File: config.mk
export PLATFORM = sky130hd
export DESIGN_NAME = min_max_envelope_bucketer
export DESIGN_NICKNAME = d
export VERILOG_FILES = /design/src/hdl/mmeb_pkg.sv /design/src/hdl/mmeb_divider.sv /design/src/hdl/min_max_envelope_bucketer.sv
export SDC_FILE = /design/constraint.sdc
export NUM_CORES = 2
export LEC_CHECK = 0
export ABC_AREA = 0
export ABC_CLOCK_PERIOD_IN_PS = 35300
export BUFFER_PORTS_ARGS = -buffer_cell sky130_fd_sc_hd__buf_2
export CORE_MARGIN = 2
export CORE_UTILIZATION = 40
export CTS_CLUSTER_SIZE = 30
export DETAILED_ROUTE_END_ITERATION = 10
export SYNTH_ARGS = -nofsm -noshare
export SYNTH_HDL_FRONTEND = slang
export SYNTH_HIERARCHICAL = 1
export SYNTH_SLANG_ARGS = --single-unit
export TNS_END_PERCENT = 100
File: constraint.sdc
create_clock -name clk -period 35.3 [get_ports clk]
set_input_delay 0 -clock clk [delete_from_list [all_inputs] [get_ports clk]]
set_output_delay 0 -clock clk [all_outputs]
set_load 0.02 [all_outputs]
File: src/hdl/mmeb_pkg.sv
`timescale 1ns / 1ps

package mmeb_pkg;

  // Default field widths; the top level takes these as parameter defaults.
  localparam int DEF_TIME_BITS  = 48;
  localparam int DEF_INDEX_BITS = 32;

  // Fixed field widths.
  localparam int VALUE_BITS   = 32;
  localparam int DIVISOR_BITS = 32;
  localparam int REQ_BITS     = 2;
  localparam int KIND_BITS    = 2;

  // Configuration port geometry: registers sit on 8-byte boundaries.
  localparam int PADDR_BITS  = 4;
  localparam int PDATA_BITS  = 64;
  localparam int REG_SEL_BIT = 3;

  localparam logic REG_START = 1'b0;
  localparam logic REG_WIDTH = 1'b1;

  localparam logic [DIVISOR_BITS-1:0] WIDTH_RESET = DIVISOR_BITS'(1000);

  // Request codes.
  localparam logic [REQ_BITS-1:0] REQ_SAMPLE = 2'd0;
  localparam logic [REQ_BITS-1:0] REQ_GAP    = 2'd1;
  localparam logic [REQ_BITS-1:0] REQ_FINISH = 2'd2;

  // Result kinds.
  localparam logic [KIND_BITS-1:0] KIND_BUCKET = 2'd0;
  localparam logic [KIND_BITS-1:0] KIND_GAP    = 2'd1;
  localparam logic [KIND_BITS-1:0] KIND_END    = 2'd2;

  // Status of the serial divider as seen by the controller.
  typedef struct packed {
    logic busy;
    logic done;
  } div_stat_t;

endpackage

File: src/hdl/mmeb_divider.sv
`timescale 1ns / 1ps

// Restoring divider, one quotient bit per cycle. The dividend is shifted out
// of the top of a shift register while quotient bits are shifted in below.
module mmeb_divider #(
  parameter int DVD_BITS = mmeb_pkg::DEF_TIME_BITS
) (
  input  logic                                clk,
  input  logic                                rst_n,
  input  logic                                start,
  input  logic [DVD_BITS-1:0]                 dividend,
  input  logic [mmeb_pkg::DIVISOR_BITS-1:0]   divisor,
  output mmeb_pkg::div_stat_t                 stat,
  output logic [DVD_BITS-1:0]                 quotient,
  output logic [mmeb_pkg::DIVISOR_BITS-1:0]   remainder
);

  localparam int DW       = mmeb_pkg::DIVISOR_BITS;
  localparam int CNT_BITS = $clog2(DVD_BITS + 1);

  logic [DVD_BITS-1:0] dq_r, dq_nxt;
  logic [DW-1:0]       rem_r, rem_nxt;
  logic [DW-1:0]       dvs_r, dvs_nxt;
  logic [CNT_BITS-1:0] cnt_r, cnt_nxt;
  logic                busy_r, busy_nxt;
  logic                done_r, done_nxt;

  logic [DW:0]         trial;
  logic                fits;

  // One trial subtraction per cycle.
  always_comb begin
    trial = {rem_r, dq_r[DVD_BITS-1]};
    fits  = (trial >= {1'b0, dvs_r});
  end

  always_comb begin
    dq_nxt   = dq_r;
    rem_nxt  = rem_r;
    dvs_nxt  = dvs_r;
    cnt_nxt  = cnt_r;
    busy_nxt = busy_r;
    done_nxt = 1'b0;
    if (start) begin
      dq_nxt   = dividend;
      rem_nxt  = '0;
      dvs_nxt  = divisor;
      cnt_nxt  = CNT_BITS'(DVD_BITS);
      busy_nxt = 1'b1;
    end else if (busy_r) begin
      if (fits) begin
        rem_nxt = DW'(trial - {1'b0, dvs_r});
      end else begin
        rem_nxt = trial[DW-1:0];
      end
      dq_nxt  = {dq_r[DVD_BITS-2:0], fits};
      cnt_nxt = cnt_r - CNT_BITS'(1);
      if (cnt_r == CNT_BITS'(1)) begin
        busy_nxt = 1'b0;
        done_nxt = 1'b1;
      end
    end
  end

  // Control state.
  always_ff @(posedge clk) begin
    if (!rst_n) begin
      busy_r <= 1'b0;
      done_r <= 1'b0;
      cnt_r  <= '0;
    end else begin
      busy_r <= busy_nxt;
      done_r <= done_nxt;
      cnt_r  <= cnt_nxt;
    end
  end

  // Datapath shift registers.
  always_ff @(posedge clk) begin
    dq_r  <= dq_nxt;
    rem_r <= rem_nxt;
    dvs_r <= dvs_nxt;
  end

  assign stat.busy = busy_r;
  assign stat.done = done_r;
  assign quotient  = dq_r;
  assign remainder = rem_r;

endmodule

File: src/hdl/min_max_envelope_bucketer.sv
`timescale 1ns / 1ps

// Channel   Direction  Handshake              Payload
// in_       input      in_valid / in_ready    req_type, sample_time_ms, sample_value
// out_      output     out_valid / out_ready  result_kind, bucket_index, env_low, env_high,
//                                             fault, last_of_run
// APB       config     psel/penable, pready=1 start (0x0), bucket width (0x8)
//
// A sample inside the cached bucket window is folded in from S_CHECK; one that
// leaves it runs through S_DIV, where the bit-serial divider yields one quotient
// bit per cycle, and then S_APPLY. Gap and finish requests pass S_CHECK and S_MARK.
// Reset is synchronous and active low; all bucket state clears at once.
// A full output register stalls the controller in place until out_ready.
module min_max_envelope_bucketer #(
  parameter int TIME_BITS  = mmeb_pkg::DEF_TIME_BITS,
  parameter int INDEX_BITS = mmeb_pkg::DEF_INDEX_BITS
) (
  input  logic                                 clk,
  input  logic                                 rst_n,
  // Request channel
  input  logic                                 in_valid,
  output logic                                 in_ready,
  input  logic [mmeb_pkg::REQ_BITS-1:0]        in_req_type,
  input  logic [TIME_BITS-1:0]                 in_sample_time_ms,
  input  logic signed [mmeb_pkg::VALUE_BITS-1:0] in_sample_value,
  // Result channel
  output logic                                 out_valid,
  input  logic                                 out_ready,
  output logic [mmeb_pkg::KIND_BITS-1:0]       out_result_kind,
  output logic [INDEX_BITS-1:0]                out_bucket_index,
  output logic signed [mmeb_pkg::VALUE_BITS-1:0] out_env_low,
  output logic signed [mmeb_pkg::VALUE_BITS-1:0] out_env_high,
  output logic                                 out_fault,
  output logic                                 out_last_of_run,
  // Configuration port
  input  logic                                 psel,
  input  logic                                 penable,
  input  logic                                 pwrite,
  input  logic [mmeb_pkg::PADDR_BITS-1:0]      paddr,
  input  logic [mmeb_pkg::PDATA_BITS-1:0]      pwdata,
  output logic [mmeb_pkg::PDATA_BITS-1:0]      prdata,
  output logic                                 pready
);

  localparam int VB = mmeb_pkg::VALUE_BITS;
  localparam int WB = mmeb_pkg::DIVISOR_BITS;
  localparam int KB = mmeb_pkg::KIND_BITS;
  localparam int RB = mmeb_pkg::REQ_BITS;

  localparam logic [TIME_BITS-1:0]  GAP_INDEX  = TIME_BITS'({INDEX_BITS{1'b1}});
  localparam logic [TIME_BITS-1:0]  TIME_MAX   = {TIME_BITS{1'b1}};
  localparam logic [INDEX_BITS-1:0] MARK_INDEX = {INDEX_BITS{1'b1}};

  localparam logic [2:0] S_IDLE  = 3'd0;
  localparam logic [2:0] S_CHECK = 3'd1;
  localparam logic [2:0] S_DIV   = 3'd2;
  localparam logic [2:0] S_APPLY = 3'd3;
  localparam logic [2:0] S_MARK  = 3'd4;

  // Configuration registers.
  logic [TIME_BITS-1:0] start_r;
  logic [WB-1:0]        bw_r;

  // Controller and bucket state.
  logic [2:0]            state_r, state_nxt;
  logic                  open_r, open_nxt;
  logic                  valid_r, valid_nxt;
  logic [TIME_BITS-1:0]  cur_idx_r, cur_idx_nxt;
  logic [TIME_BITS-1:0]  begin_r, begin_nxt;
  logic [TIME_BITS-1:0]  end_r, end_nxt;
  logic signed [VB-1:0]  min_r, min_nxt;
  logic signed [VB-1:0]  max_r, max_nxt;
  logic                  fault_r, fault_nxt;
  logic                  locked_r, locked_nxt;
  logic [WB-1:0]         series_w_r, series_w_nxt;

  // Latched request.
  logic [RB-1:0]         req_r, req_nxt;
  logic [TIME_BITS-1:0]  t_r, t_nxt;
  logic signed [VB-1:0]  v_r, v_nxt;

  // Output register.
  logic                  out_valid_r, out_valid_nxt;
  logic [KB-1:0]         out_kind_r, out_kind_nxt;
  logic [INDEX_BITS-1:0] out_idx_r, out_idx_nxt;
  logic signed [VB-1:0]  out_min_r, out_min_nxt;
  logic signed [VB-1:0]  out_max_r, out_max_nxt;
  logic                  out_fault_r, out_fault_nxt;
  logic                  out_last_r, out_last_nxt;

  // Divider hookup.
  logic                  div_start;
  logic [WB-1:0]         w_eff;
  logic [TIME_BITS-1:0]  div_q;
  logic [WB-1:0]         div_rem;
  mmeb_pkg::div_stat_t   div_stat;

  // Working values for a bucket change.
  logic                  can_load;
  logic                  in_window;
  logic                  idx_change;
  logic                  idx_in_range;
  logic                  flush_emit;
  logic                  open_after;
  logic [TIME_BITS-1:0]  begin_calc;
  logic [TIME_BITS:0]    end_sum;
  logic                  cfg_wr;

  mmeb_divider #(
    .DVD_BITS(TIME_BITS)
  ) u_div (
    .clk      (clk),
    .rst_n    (rst_n),
    .start    (div_start),
    .dividend (t_r - start_r),
    .divisor  (w_eff),
    .stat     (div_stat),
    .quotient (div_q),
    .remainder(div_rem)
  );

  // Configuration access; registers are decoded on the 8-byte slot bit.
  assign pready = 1'b1;
  assign cfg_wr = psel && penable && pwrite && pready;

  always_comb begin
    case (paddr[mmeb_pkg::REG_SEL_BIT])
      mmeb_pkg::REG_START: prdata = mmeb_pkg::PDATA_BITS'(start_r);
      default:             prdata = mmeb_pkg::PDATA_BITS'(bw_r);
    endcase
  end

  always_ff @(posedge clk) begin
    if (!rst_n) begin
      start_r <= '0;
      bw_r    <= mmeb_pkg::WIDTH_RESET;
    end else if (cfg_wr) begin
      if (paddr[mmeb_pkg::REG_SEL_BIT] == mmeb_pkg::REG_START) begin
        start_r <= pwdata[TIME_BITS-1:0];
      end else begin
        bw_r <= pwdata[WB-1:0];
      end
    end
  end

  // Shared decode terms.
  always_comb begin
    can_load     = !out_valid_r || out_ready;
    in_window    = valid_r && (t_r >= begin_r) && (t_r < end_r);
    idx_in_range = (cur_idx_r < GAP_INDEX);
    idx_change   = !valid_r || (div_q != cur_idx_r);
    flush_emit   = idx_change && open_r && idx_in_range;
    open_after   = idx_change ? 1'b0 : open_r;
    begin_calc   = t_r - TIME_BITS'(div_rem);
    end_sum      = {1'b0, begin_calc} + (TIME_BITS + 1)'(series_w_r);
    if (locked_r) begin
      w_eff = series_w_r;
    end else if (bw_r == '0) begin
      w_eff = WB'(1);
    end else begin
      w_eff = bw_r;
    end
  end

  // Request sequencer.
  always_comb begin
    state_nxt     = state_r;
    open_nxt      = open_r;
    valid_nxt     = valid_r;
    cur_idx_nxt   = cur_idx_r;
    begin_nxt     = begin_r;
    end_nxt       = end_r;
    min_nxt       = min_r;
    max_nxt       = max_r;
    fault_nxt     = fault_r;
    locked_nxt    = locked_r;
    series_w_nxt  = series_w_r;
    req_nxt       = req_r;
    t_nxt         = t_r;
    v_nxt         = v_r;
    div_start     = 1'b0;
    out_valid_nxt = out_valid_r && !out_ready;
    out_kind_nxt  = out_kind_r;
    out_idx_nxt   = out_idx_r;
    out_min_nxt   = out_min_r;
    out_max_nxt   = out_max_r;
    out_fault_nxt = out_fault_r;
    out_last_nxt  = out_last_r;

    case (state_r)
      S_IDLE: begin
        if (in_valid) begin
          req_nxt   = in_req_type;
          t_nxt     = in_sample_time_ms;
          v_nxt     = in_sample_value;
          state_nxt = S_CHECK;
        end
      end

      S_CHECK: begin
        case (req_r)
          mmeb_pkg::REQ_SAMPLE: begin
            if (t_r < start_r) begin
              state_nxt = S_IDLE;
            end else begin
              // The first sample of a series fixes the bucket width.
              locked_nxt   = 1'b1;
              series_w_nxt = w_eff;
              if (in_window) begin
                open_nxt = 1'b1;
                if (!open_r) begin
                  min_nxt = v_r;
                  max_nxt = v_r;
                end else begin
                  if (v_r < min_r) min_nxt = v_r;
                  if (v_r > max_r) max_nxt = v_r;
                end
                state_nxt = S_IDLE;
              end else begin
                div_start = 1'b1;
                state_nxt = S_DIV;
              end
            end
          end

          mmeb_pkg::REQ_GAP, mmeb_pkg::REQ_FINISH: begin
            // Flush the open bucket before the marker; an index out of range sets the fault instead.
            if (!open_r) begin
              state_nxt = S_MARK;
            end else if (!idx_in_range) begin
              fault_nxt = 1'b1;
              open_nxt  = 1'b0;
              state_nxt = S_MARK;
            end else if (can_load) begin
              out_valid_nxt = 1'b1;
              out_kind_nxt  = mmeb_pkg::KIND_BUCKET;
              out_idx_nxt   = cur_idx_r[INDEX_BITS-1:0];
              out_min_nxt   = min_r;
              out_max_nxt   = max_r;
              out_fault_nxt = fault_r;
              out_last_nxt  = 1'b0;
              open_nxt      = 1'b0;
              state_nxt     = S_MARK;
            end
          end

          default: state_nxt = S_IDLE;
        endcase
      end

      S_DIV: begin
        if (div_stat.done) begin
          state_nxt = S_APPLY;
        end
      end

      S_APPLY: begin
        // Commit only once the flushed bucket can be presented.
        if (!flush_emit || can_load) begin
          if (flush_emit) begin
            out_valid_nxt = 1'b1;
            out_kind_nxt  = mmeb_pkg::KIND_BUCKET;
            out_idx_nxt   = cur_idx_r[INDEX_BITS-1:0];
            out_min_nxt   = min_r;
            out_max_nxt   = max_r;
            out_fault_nxt = fault_r;
            out_last_nxt  = 1'b1;
          end
          if (idx_change && open_r && !idx_in_range) begin
            fault_nxt = 1'b1;
          end
          if (idx_change) begin
            cur_idx_nxt = div_q;
            valid_nxt   = 1'b1;
            begin_nxt   = begin_calc;
            end_nxt     = end_sum[TIME_BITS] ? TIME_MAX : end_sum[TIME_BITS-1:0];
          end
          open_nxt = 1'b1;
          if (!open_after) begin
            min_nxt = v_r;
            max_nxt = v_r;
          end else begin
            if (v_r < min_r) min_nxt = v_r;
            if (v_r > max_r) max_nxt = v_r;
          end
          state_nxt = S_IDLE;
        end
      end

      S_MARK: begin
        if (can_load) begin
          out_valid_nxt = 1'b1;
          out_min_nxt   = '0;
          out_max_nxt   = '0;
          out_fault_nxt = fault_r;
          out_last_nxt  = 1'b1;
          valid_nxt     = 1'b0;
          cur_idx_nxt   = '0;
          begin_nxt     = '0;
          end_nxt       = '0;
          min_nxt       = '0;
          max_nxt       = '0;
          if (req_r == mmeb_pkg::REQ_GAP) begin
            out_kind_nxt = mmeb_pkg::KIND_GAP;
            out_idx_nxt  = MARK_INDEX;
          end else begin
            // End of series also drops the fault and the width lock.
            out_kind_nxt = mmeb_pkg::KIND_END;
            out_idx_nxt  = '0;
            open_nxt     = 1'b0;
            fault_nxt    = 1'b0;
            locked_nxt   = 1'b0;
            series_w_nxt = '0;
          end
          state_nxt = S_IDLE;
        end
      end

      default: state_nxt = S_IDLE;
    endcase
  end

  // Control and bucket state.
  always_ff @(posedge clk) begin
    if (!rst_n) begin
      state_r     <= S_IDLE;
      open_r      <= 1'b0;
      valid_r     <= 1'b0;
      cur_idx_r   <= '0;
      begin_r     <= '0;
      end_r       <= '0;
      min_r       <= '0;
      max_r       <= '0;
      fault_r     <= 1'b0;
      locked_r    <= 1'b0;
      series_w_r  <= '0;
      out_valid_r <= 1'b0;
    end else begin
      state_r     <= state_nxt;
      open_r      <= open_nxt;
      valid_r     <= valid_nxt;
      cur_idx_r   <= cur_idx_nxt;
      begin_r     <= begin_nxt;
      end_r       <= end_nxt;
      min_r       <= min_nxt;
      max_r       <= max_nxt;
      fault_r     <= fault_nxt;
      locked_r    <= locked_nxt;
      series_w_r  <= series_w_nxt;
      out_valid_r <= out_valid_nxt;
    end
  end

  // Request and result payload.
  always_ff @(posedge clk) begin
    req_r       <= req_nxt;
    t_r         <= t_nxt;
    v_r         <= v_nxt;
    out_kind_r  <= out_kind_nxt;
    out_idx_r   <= out_idx_nxt;
    out_min_r   <= out_min_nxt;
    out_max_r   <= out_max_nxt;
    out_fault_r <= out_fault_nxt;
    out_last_r  <= out_last_nxt;
  end

  assign in_ready         = (state_r == S_IDLE);
  assign out_valid        = out_valid_r;
  assign out_result_kind  = out_kind_r;
  assign out_bucket_index = out_idx_r;
  assign out_env_low      = out_min_r;
  assign out_env_high     = out_max_r;
  assign out_fault        = out_fault_r;
  assign out_last_of_run  = out_last_r;

  // An open bucket always has a current index.
  a_open_has_index: assert property (@(posedge clk) disable iff (!rst_n)
    open_r |-> valid_r)
    else $error("open bucket without a current index");

  // The running envelope never inverts.
  a_min_le_max: assert property (@(posedge clk) disable iff (!rst_n)
    open_r |-> (min_r <= max_r))
    else $error("bucket minimum above maximum");

  // The divider only runs while the sequencer waits for it.
  a_div_owned: assert property (@(posedge clk) disable iff (!rst_n)
    (div_stat.busy || div_stat.done) |-> (state_r == S_DIV))
    else $error("divider active outside the divide wait");

  // A locked series width is never zero.
  a_width_nonzero: assert property (@(posedge clk) disable iff (!rst_n)
    locked_r |-> (series_w_r != '0))
    else $error("locked bucket width is zero");

endmodule
==> metrics.md <==
| Metric | Value |
|---|---|
| Synthesized netlist cell count | 4,169 |
| CTS root buf | clkbuf_16 |
| CP required | 35.88 ns |
| RSZ-0062 raised after global routing | no |
| Fmax | 0.1528 GHz |
| Clock skew | 0.03257 ns |
| Worst-margin pin slew | 1.094 ns |
| Final wirelength | 122.9 mm |
| Final setup TNS | 0 ns |
| Sw frac | 38.86% |
| Nets | 4,974 |
| Setup Viol. Count Final | 0 |
| Syn avg cell area | 9.048 sq um |
| PortBufs | 287 |
| Reg2reg setup slack | 28.76 ns |
| Die area | 96,780 sq um |
| Hold Startpoint | in_sample_value[18] |
| Fraction of layout cells with a size suffix above 1 | 13.45% |
| Kind of critical path | register to register |
| Syn Std Cell Area | 37,720 sq um |
| 1st-iter DRT viols | 2,779 |
| Met3 Resource Use GR | 3.366% |
| Horiz. Die Dim | 311.1 um |
| Routed wire per std cell | 21.11 um |
| Clock-pin slew on the worst setup and hold paths | 0.06 ns |
| Gr ovfl total | 0 |
| Ys Warns | 6 |
| CTS tree | built |
| Global Route Usage Sum | 24.63% |
| Minimum clock period after layout | 6.544 ns |
| Routed Antenna Nets | 0 |
| Placed instance count | 5,543 |
| PostCTS Resize Cnt | 0 |
| Maximum VDD drop | 0.00003843 V |
| Max Root-Sink Buffers | 3 |
| Die boundary height | 311.1 um |
| Worst setup path startpoint | t_r[1] |
| Worst EP arrival | 7.12 ns |
| Slew Limit Fails | 0 |
| Internal power | 1.705 mW |
| Core Region | 93,330 sq um |
| Reg-to-Reg End | end_r[14] |
| Drt drc | 0 |
| Crit share post-route | 18.54% |
| Antenna violations before repair | 1 |
| GP Congestion | 0.9395 |
| Clock Power Share | 28.8% |
| Worst-path maximum fanout | 39 |
| Global-route wire length before repair | 186.0 mm |
| Via count | 32,520 |
| Met2 Track Usage GR | 40.44% |
| Status | completed |
| Sink Count | 630 |
| Sw Pwr | 1.084 mW |
| Max cap viols | 0 |
| Leak Pwr | 17.51 nW |
| Worst min-delay path category | primary input to register |
| Sequential power share | 32.8% |
| Post-Layout Cell Count | 5,820 |
| Standard-cell row count | 112 |
| Largest net degree at the start of global routing | 83 |
| Setup bufs post-CTS | 0 |
| Avg Vias per Cell | 5.587 |
| PwrDens | 63.36 nW/um^2 |
| Element type at the critical path start | register |
| Comb pwr share | 38.4% |
| Io pins | 324 |
| Area Overhead vs Synth | 16.67% |
| # diodes | 0 |
| Clk_lat worst skew | 0.66 ns |
| Hold EP | v_r[18] |
| Worst r2r path cells | 23 |
| R2R Path Start | t_r[1] |
| H-Tree Depth | 3 |
| Met1 Usage GRT | 33.77% |
| Drt pass-1 iters | 6 |
| CTS buffer count | 75 |
| Hold path cells | 2 |
| Fill cells | 9,062 |
| Initial Util | 40.42% |
| Normalized max-slew margin | 26.91% |
| Hold Fails Final Rpt | 0 |
| HPWL after DPL | 91.08 mm |
| Busiest layer in global routing | met2 |
| CP endpoint kind | register |
| Vias in the first global route | 30,820 |
registers in the layout (all words and copies together), names as in the netlist, 2 cells and up:
name              flops
u_div/remainder      32
req_r                 2
out_bucket_index     32
max_r                32
state_r               3
end_r                48
begin_r              48
min_r                32
bw_r                 32
cur_idx_r            48
t_r                  48
out_env_high         32
v_r                  32
series_w_r           32
u_div/dvs_r          32
u_div/quotient       48
u_div/cnt_r           6
out_result_kind       2
out_env_low          32
start_r              48
how the worst max path moves through the flow:
stage	end	slack, ns	depth (start not counted)
global route	end_r[14]	28.37	23
detailed placement	u_div/remainder[30]	28.92	17
global placement	u_div/remainder[30]	28.92	17
floorplan	out_bucket_index[0]	22.10	5
CTS	u_div/remainder[30]	28.85	17
finish	end_r[14]	28.76	23
layout make-up:
class	instances	area (sq um)	area share, %
multi-input cells	2997	20280	46.07
flip-flops and latches	630	15230	34.62
repair buffers	464	3113	7.073
clock buffers	104	2056	4.671
well taps	1254	1569	3.565
inverters	336	1266	2.877
clock inverters	35	495.5	1.126
cell usage in the layout, fill, tap and decap left out, types with 15 or more instances in the layout:
| master | instances |
|---|---|
| nor3_1 | 39 |
| ha_1 | 309 |
| o211ai_1 | 17 |
| conb_1 | 17 |
| nand2b_1 | 31 |
| nand4_1 | 67 |
| and3_1 | 24 |
| mux2_2 | 80 |
| and2_1 | 16 |
| o31ai_1 | 15 |
| a31oi_1 | 30 |
| dfxtp_1 | 368 |
| nor2b_1 | 30 |
| nor2_1 | 283 |
| a21o_1 | 146 |
| xor2_1 | 75 |
| dlygate4sd3_1 | 138 |
| xnor2_1 | 109 |
| buf_4 | 40 |
| edfxtp_1 | 262 |
| a32o_1 | 83 |
| nor4_1 | 41 |
| a21oi_1 | 357 |
| nand2_1 | 506 |
| clkbuf_16 | 75 |
| nand3_1 | 141 |
| o21bai_1 | 21 |
| o21a_1 | 22 |
| a32o_2 | 15 |
| a211oi_1 | 44 |
| buf_2 | 286 |
| clkbuf_1 | 22 |
| o21ai_0 | 170 |
| inv_1 | 334 |
| o21ai_1 | 35 |
power by group through the flow:
stage | registers, mW | clock network (mW) | logic [mW]
after global routing | 0.923 | 0.847 | 1.18
after detailed placement | 0.930 | 0 | 1.04
final | 0.916 | 0.803 | 1.07
after floorplan | 0.927 | 0 | 0.761
after CTS | 0.915 | 0.818 | 1.06
after global placement | 0.930 | 0 | 1.04
through the flow:
| stage | total power, mW | hold slack, ns | utilization [%] | setup slack, ns | area, sq um |
|---|---|---|---|---|---|
| floorplan | 1.688 | 0.09887 | - | 22.10 | 37780 |
| global placement | 1.967 | 0.1776 | 42.94 | 28.92 | 40080 |
| detailed placement | 1.969 | 0.1782 | 42.94 | 28.92 | 40080 |
| CTS | 2.792 | 0.02448 | 47.16 | 28.85 | 44010 |
| global route | 2.945 | 0.04077 | 47.16 | 28.37 | 44010 |
| finish | 2.789 | 0.05863 | 47.16 | 28.76 | 44010 |
layer usage:
layer  share of wire (%)  up-vias  wire length (um)
met5                   0        -                 0
met4                 2.8        0              3384
met3                 5.6      176              6841
met2                  46     1019             56300
met1                  46    15670             56330
li1                    -    15660                 -
repair_timing:
item	4_1_cts	5_1_grt
endpoints found under the setup margin	0	0
endpoints found under the hold margin	191	0
hold buffers	138	0
worst max-delay path, stage by stage, from the launching register on:
cell	delay, ns
edfxtp_1	0.54
inv_1	0.25
fa_1	0.25
nor2b_1	0.07
o31ai_1	0.64
a21oi_1	0.28
a31oi_1	0.35
o21bai_1	0.10
a21oi_1	0.23
o21ai_0	0.15
xor2_1	0.21
ha_1	0.42
nand2_1	0.15
o21ai_0	0.28
a31oi_1	0.16
o31ai_1	0.27
a21o_1	0.23
a31o_2	0.22
o211ai_1	0.25
nand4b_4	0.35
nor2_2	0.15
buf_4	0.45
o21ai_0	0.30
nand2_1	0.13
Note: power is estimated with default switching activity, not from simulation.
